<file path="src/design/uamf_ram.sv">
// uamf_ram: generic single-write, single-read ram with registered read data
// no dependencies
module uamf_ram #(
    parameter int WIDTH = 8,
    parameter int DEPTH = 64
) (
    input  logic                                   i_clk,
    input  logic                                   i_we,
    input  logic [((DEPTH > 1) ? $clog2(DEPTH) : 1)-1:0] i_waddr,
    input  logic [WIDTH-1:0]                       i_wdata,
    input  logic [((DEPTH > 1) ? $clog2(DEPTH) : 1)-1:0] i_raddr,
    output logic [WIDTH-1:0]                       o_rdata
);

    logic [WIDTH-1:0] r_mem [DEPTH];
    logic [WIDTH-1:0] r_rdata;

    always_ff @(posedge i_clk) begin
        if (i_we) begin
            r_mem[i_waddr] <= i_wdata;
        end
        r_rdata <= r_mem[i_raddr];
    end

    assign o_rdata = r_rdata;

endmodule
</file>
<file path="config.mk">
export PLATFORM = sky130hd
export DESIGN_NAME = uamf_ram
export DESIGN_NICKNAME = d
export VERILOG_FILES = /design/src/design/uamf_ram.sv
export SDC_FILE = /design/constraint.sdc
export NUM_CORES = 1
export LEC_CHECK = 0
export ABC_AREA = 1
export BUFFER_PORTS_ARGS = -buffer_cell sky130_fd_sc_hd__buf_2
export CELL_PAD_IN_SITES_DETAIL_PLACEMENT = 2
export CELL_PAD_IN_SITES_GLOBAL_PLACEMENT = 2
export CORE_MARGIN = 8
export CORE_UTILIZATION = 45
export CTS_BUF_LIST = sky130_fd_sc_hd__clkbuf_4 sky130_fd_sc_hd__clkbuf_8
export DETAILED_ROUTE_END_ITERATION = 8
export PLACE_DENSITY = 0.8
export SYNTH_ARGS = -nofsm -noshare
export SYNTH_HDL_FRONTEND = slang
export SYNTH_SLANG_ARGS = --single-unit
</file>
<file path="constraint.sdc">
create_clock -name i_clk -period 2.2 [get_ports i_clk]
set_input_delay 0.22 -clock i_clk [delete_from_list [all_inputs] [get_ports i_clk]]
set_output_delay 0.22 -clock i_clk [all_outputs]
set_load 0.005 [all_outputs]
</file>
; Word level (Yosys, flattened, before mapping)
; Memory sizes are Yosys's and may differ from the RTL's. A register that Yosys moved wholly into a read port is not among the register bits.
; Cells that the tools add are included.
[op_classes]
muxes = 2
[op_table]
columns = cell, count
row1 = $mux 1, 2
[totals]
inputBits = 22
mem_bits_rw = 512
regBits = 0
memories = 1
[mem_list]
columns = name, words, word_bits, read_ports, rd_clocked_by_memory_dff, write_ports, line_no
row1 = r_mem, 64, 8, 1, 1, 1, 15  ; logic [WIDTH-1:0] r_mem [DEPTH];

; Logic depth before layout (Yosys ltp)
[depth]
depth_word = 2
ltp_mapped = 12
mapped_depth_nobuf = 9

; Worst setup path after synthesis
; OpenSTA, ideal clock, no wires.
[synth_path]
path_kind = input to register
startpoint = in i_we
endpoint = mem r_mem[48][0] (enable)
t_required_ns = 1.805
stages = 3
path_slack_ns = 0.214
arrival_time_ns = 1.591
path_cell_list = clkbuf_1 -> nand4_1 -> nor4_1
[synth_via]
elab_chain_len = 2
[synth_lines]
columns = element, line_no
row1 = from (decl), 8  ; input logic i_we,
row2 = $mux 1, 19  ; if (i_we) begin
row3 = $mux 1 (not written as such), 20  ; r_mem[i_waddr] <= i_wdata;
row4 = to (decl), 15
; No other way between the ends.

==> metrics.yaml <==
sta:
  setup_viol: 0
  fmax_mhz: 625
  finalWorstSetupSlack_ns: 0.600
  final-hold-violation-count: 0
  fin_crit_sh: 0.727
  slew_violations: 0
  tightest_slew_ns: 0.815
  grt_setup_unrepaired: "false"
  fin_setup_tns_ns: 0
  fin_crit_ns: 1.60
  slew_headroom: 0.456
  fin_skew_ns: 0.0392
clock_network:
  cts_sinks: 520
  clk_root_buffer_cell: "clkbuf_8"
  path_clk_slew_ns: 0.07
  cts_resized: 0
  cts_tree: "done"
  clk_latency_ns: 0.67
  cts_made_buffers: 87
  htree_levels: 3
  clk_path_buf_depth: 3
layout:
  fillers: 4675
  nNetsFinal: 1938
  areaGrowthSynthToFinish_pct: 13.0
  drive_gt1_frac: 0.134
  diodes: 0
  fin_util: 0.510
power:
  power_w: 0.0207
  vdd_drop_max_v: 0.000501
  seq_power_share: 0.531
  switching_share: 0.245
  p_int_w: 0.0156
  p_switching_w: 0.00508
  p_per_area_nw_per_um2: 860
  p_comb_frac: 0.071
  p_clk_frac: 0.397
  p_leak_nw: 8.87
synth:
  synth_cells: 1805
  synth_flop_cell: "edfxtp_1"
  ys_ff_latch: 520
  synth_edf_count: 512
  yosys.area.top_type_share: 0.720
  synth_top_area_cell: "edfxtp_1"
  postSynthAreaPerCell_sq_um: 11.8
  yosysMostFrequentCell: "nand2_1"
  synth_nets: 1827
  yosys_warnings: 0
  netlist_top_cells_area: "edfxtp_1, nand2_1, nand3_1"
  ys_types: 16
  syn_area_sq_um: 21300
  synth_common_cells: "nand2_1, edfxtp_1, nand3_1"
  seq_area_frac_synth: 0.728
  async_reset_ff_frac: 0
die:
  coreArea_sq_um: 47200
  io_pins: 30
  fp.dieH_microns: 234
  start_util: 0.452
  core.rowCount: 80
  dieArea_sq_um: 54600
  die_w_microns: 234
detailed_routing:
  antenna_left: 0
  drt_iter0_markers: 1268
  route.detailed.drc: 0
  wirelength_microns: 74500
  via_per_inst: 5.92
  dr.pass1.iters: 5
  vias: 15309
  route.detailed.wl_per_inst_microns: 28.8
hold_path:
  hold_class: "primary input to flip-flop"
global_routing:
  grtUsageMet2: 0.478
  grt-busiest-layer: "met2"
  track_usage: 0.276
  met1_usage: 0.344
  met3_usage: 0.0473
  grt_pass1_vias: 17208
  antenna_found_initial: 3
  grt_overflow: 0
  grt_pass1_wl_microns: 112000
  grt_max_degree: 102
critical_path:
  end_kind: "flip-flop"
  crit_path_start_kind: "flip-flop"
  crit_type: "flip-flop to flip-flop"
  worst-endpoint-arrival_ns: 2.15
  path_max_fanout: 1
  cp_data_required_time_ns: 2.75
placement:
  dp_hpwl_microns: 44100
  gp_congestion: 0.821
  portBuffers: 29
  post-place-ws_ns: 0.198
outcome:
  status: "complete, no violations"
job:
  drv_cap: 0
==> critical path, stage by stage (launching register included) <==
cell,delay (ns)
edfxtp_1,0.40
nand2_1,0.09
nand3_1,0.10
nand3_1,0.14
nand2_1,0.10
nand2_1,0.08
nand3_1,0.28
nand3_1,0.19
nand2_1,0.07
==> worst paths after layout <==
kind,from,endpoint,slack [ns],cells after the start
max,r_mem[60][0],o_rdata[0],0.60,8
min,i_wdata[4],r_mem[58][4],0.07,2
max reg2reg,r_mem[60][0],o_rdata[0],0.60,8
min reg2reg,r_mem[45][4],o_rdata[4],0.91,8
==> per-stage QoR <==
step | instances | instance area, sq um | hold slack (ns)
floorplan | 1805 | 21300 | 0.319
global placement | 2441 | 22500 | 0.613
detailed placement | 2441 | 22500 | 0.622
CTS | 2587 | 24100 | 0.0543
global route | 2587 | 24100 | 0.0550
finish | 2587 | 24100 | 0.0686
==> layer usage <==
metal  vias up  share of wire
met4         4          0.038
met3       177          0.054
met2       558           0.50
li1       6567              -
met1      8003           0.40
met5         -        0.00036
==> logic make-up after synthesis <==
family	Yosys count	synth area share
simple gates	1160	0.232
flops	520	0.728
buf+inv	125	0.0402
==> area by class of cell <==
class,instances,area [sq um],area share
sequential,520,15500,0.644
multi-input combinational,1160,4950,0.205
clock buffer,123,1490,0.0619
timing repair buffer,135,1230,0.0510
tap,615,769,0.0319
clock inverter,22,88.8,0.00368
inverter,12,55.1,0.00228
==> placed cells by master, fill, tap and decap left out <==
cell type / synthesis / final
buf_12: 0 / 22
buf_2: 37 / 27
buf_4: 14 / 84
clkbuf_4: 0 / 32
clkbuf_8: 0 / 92
clkinv_1: 0 / 17
clkinv_2: 0 / 5
dfxtp_1: 8 / 8
dlygate4sd3_1: 0 / 1
edfxtp_1: 512 / 512
inv_1: 10 / 9
inv_2: 1 / 1
inv_4: 0 / 1
inv_8: 0 / 1
nand2_1: 648 / 648
nand3_1: 439 / 439
nand4_1: 9 / 9
nor2_1: 56 / 56
nor4_1: 8 / 8
==> timing repair <==
item | in CTS | in global routing
hold endpoints to repair | 8 | 0
setup buffers | 0 | 0
hold buffers | 1 | 0
setup endpoints to repair | 0 | 0
==> sequential cells by signal (all words and copies together), names as in the netlist <==
name / cells
o_rdata: 8
r_mem: 512
==> power groups by stage <==
stage	registers [W]	clock network [W]	logic [W]
2_1_floorplan	0.0112	0	0.000771
3_3_place_gp	0.0112	0	0.00134
3_5_place_dp	0.0112	0	0.00144
4_1_cts	0.0110	0.00841	0.00148
5_1_grt	0.0110	0.00874	0.00157
6_report	0.0110	0.00824	0.00148
(Power assumes the default switching activity.)
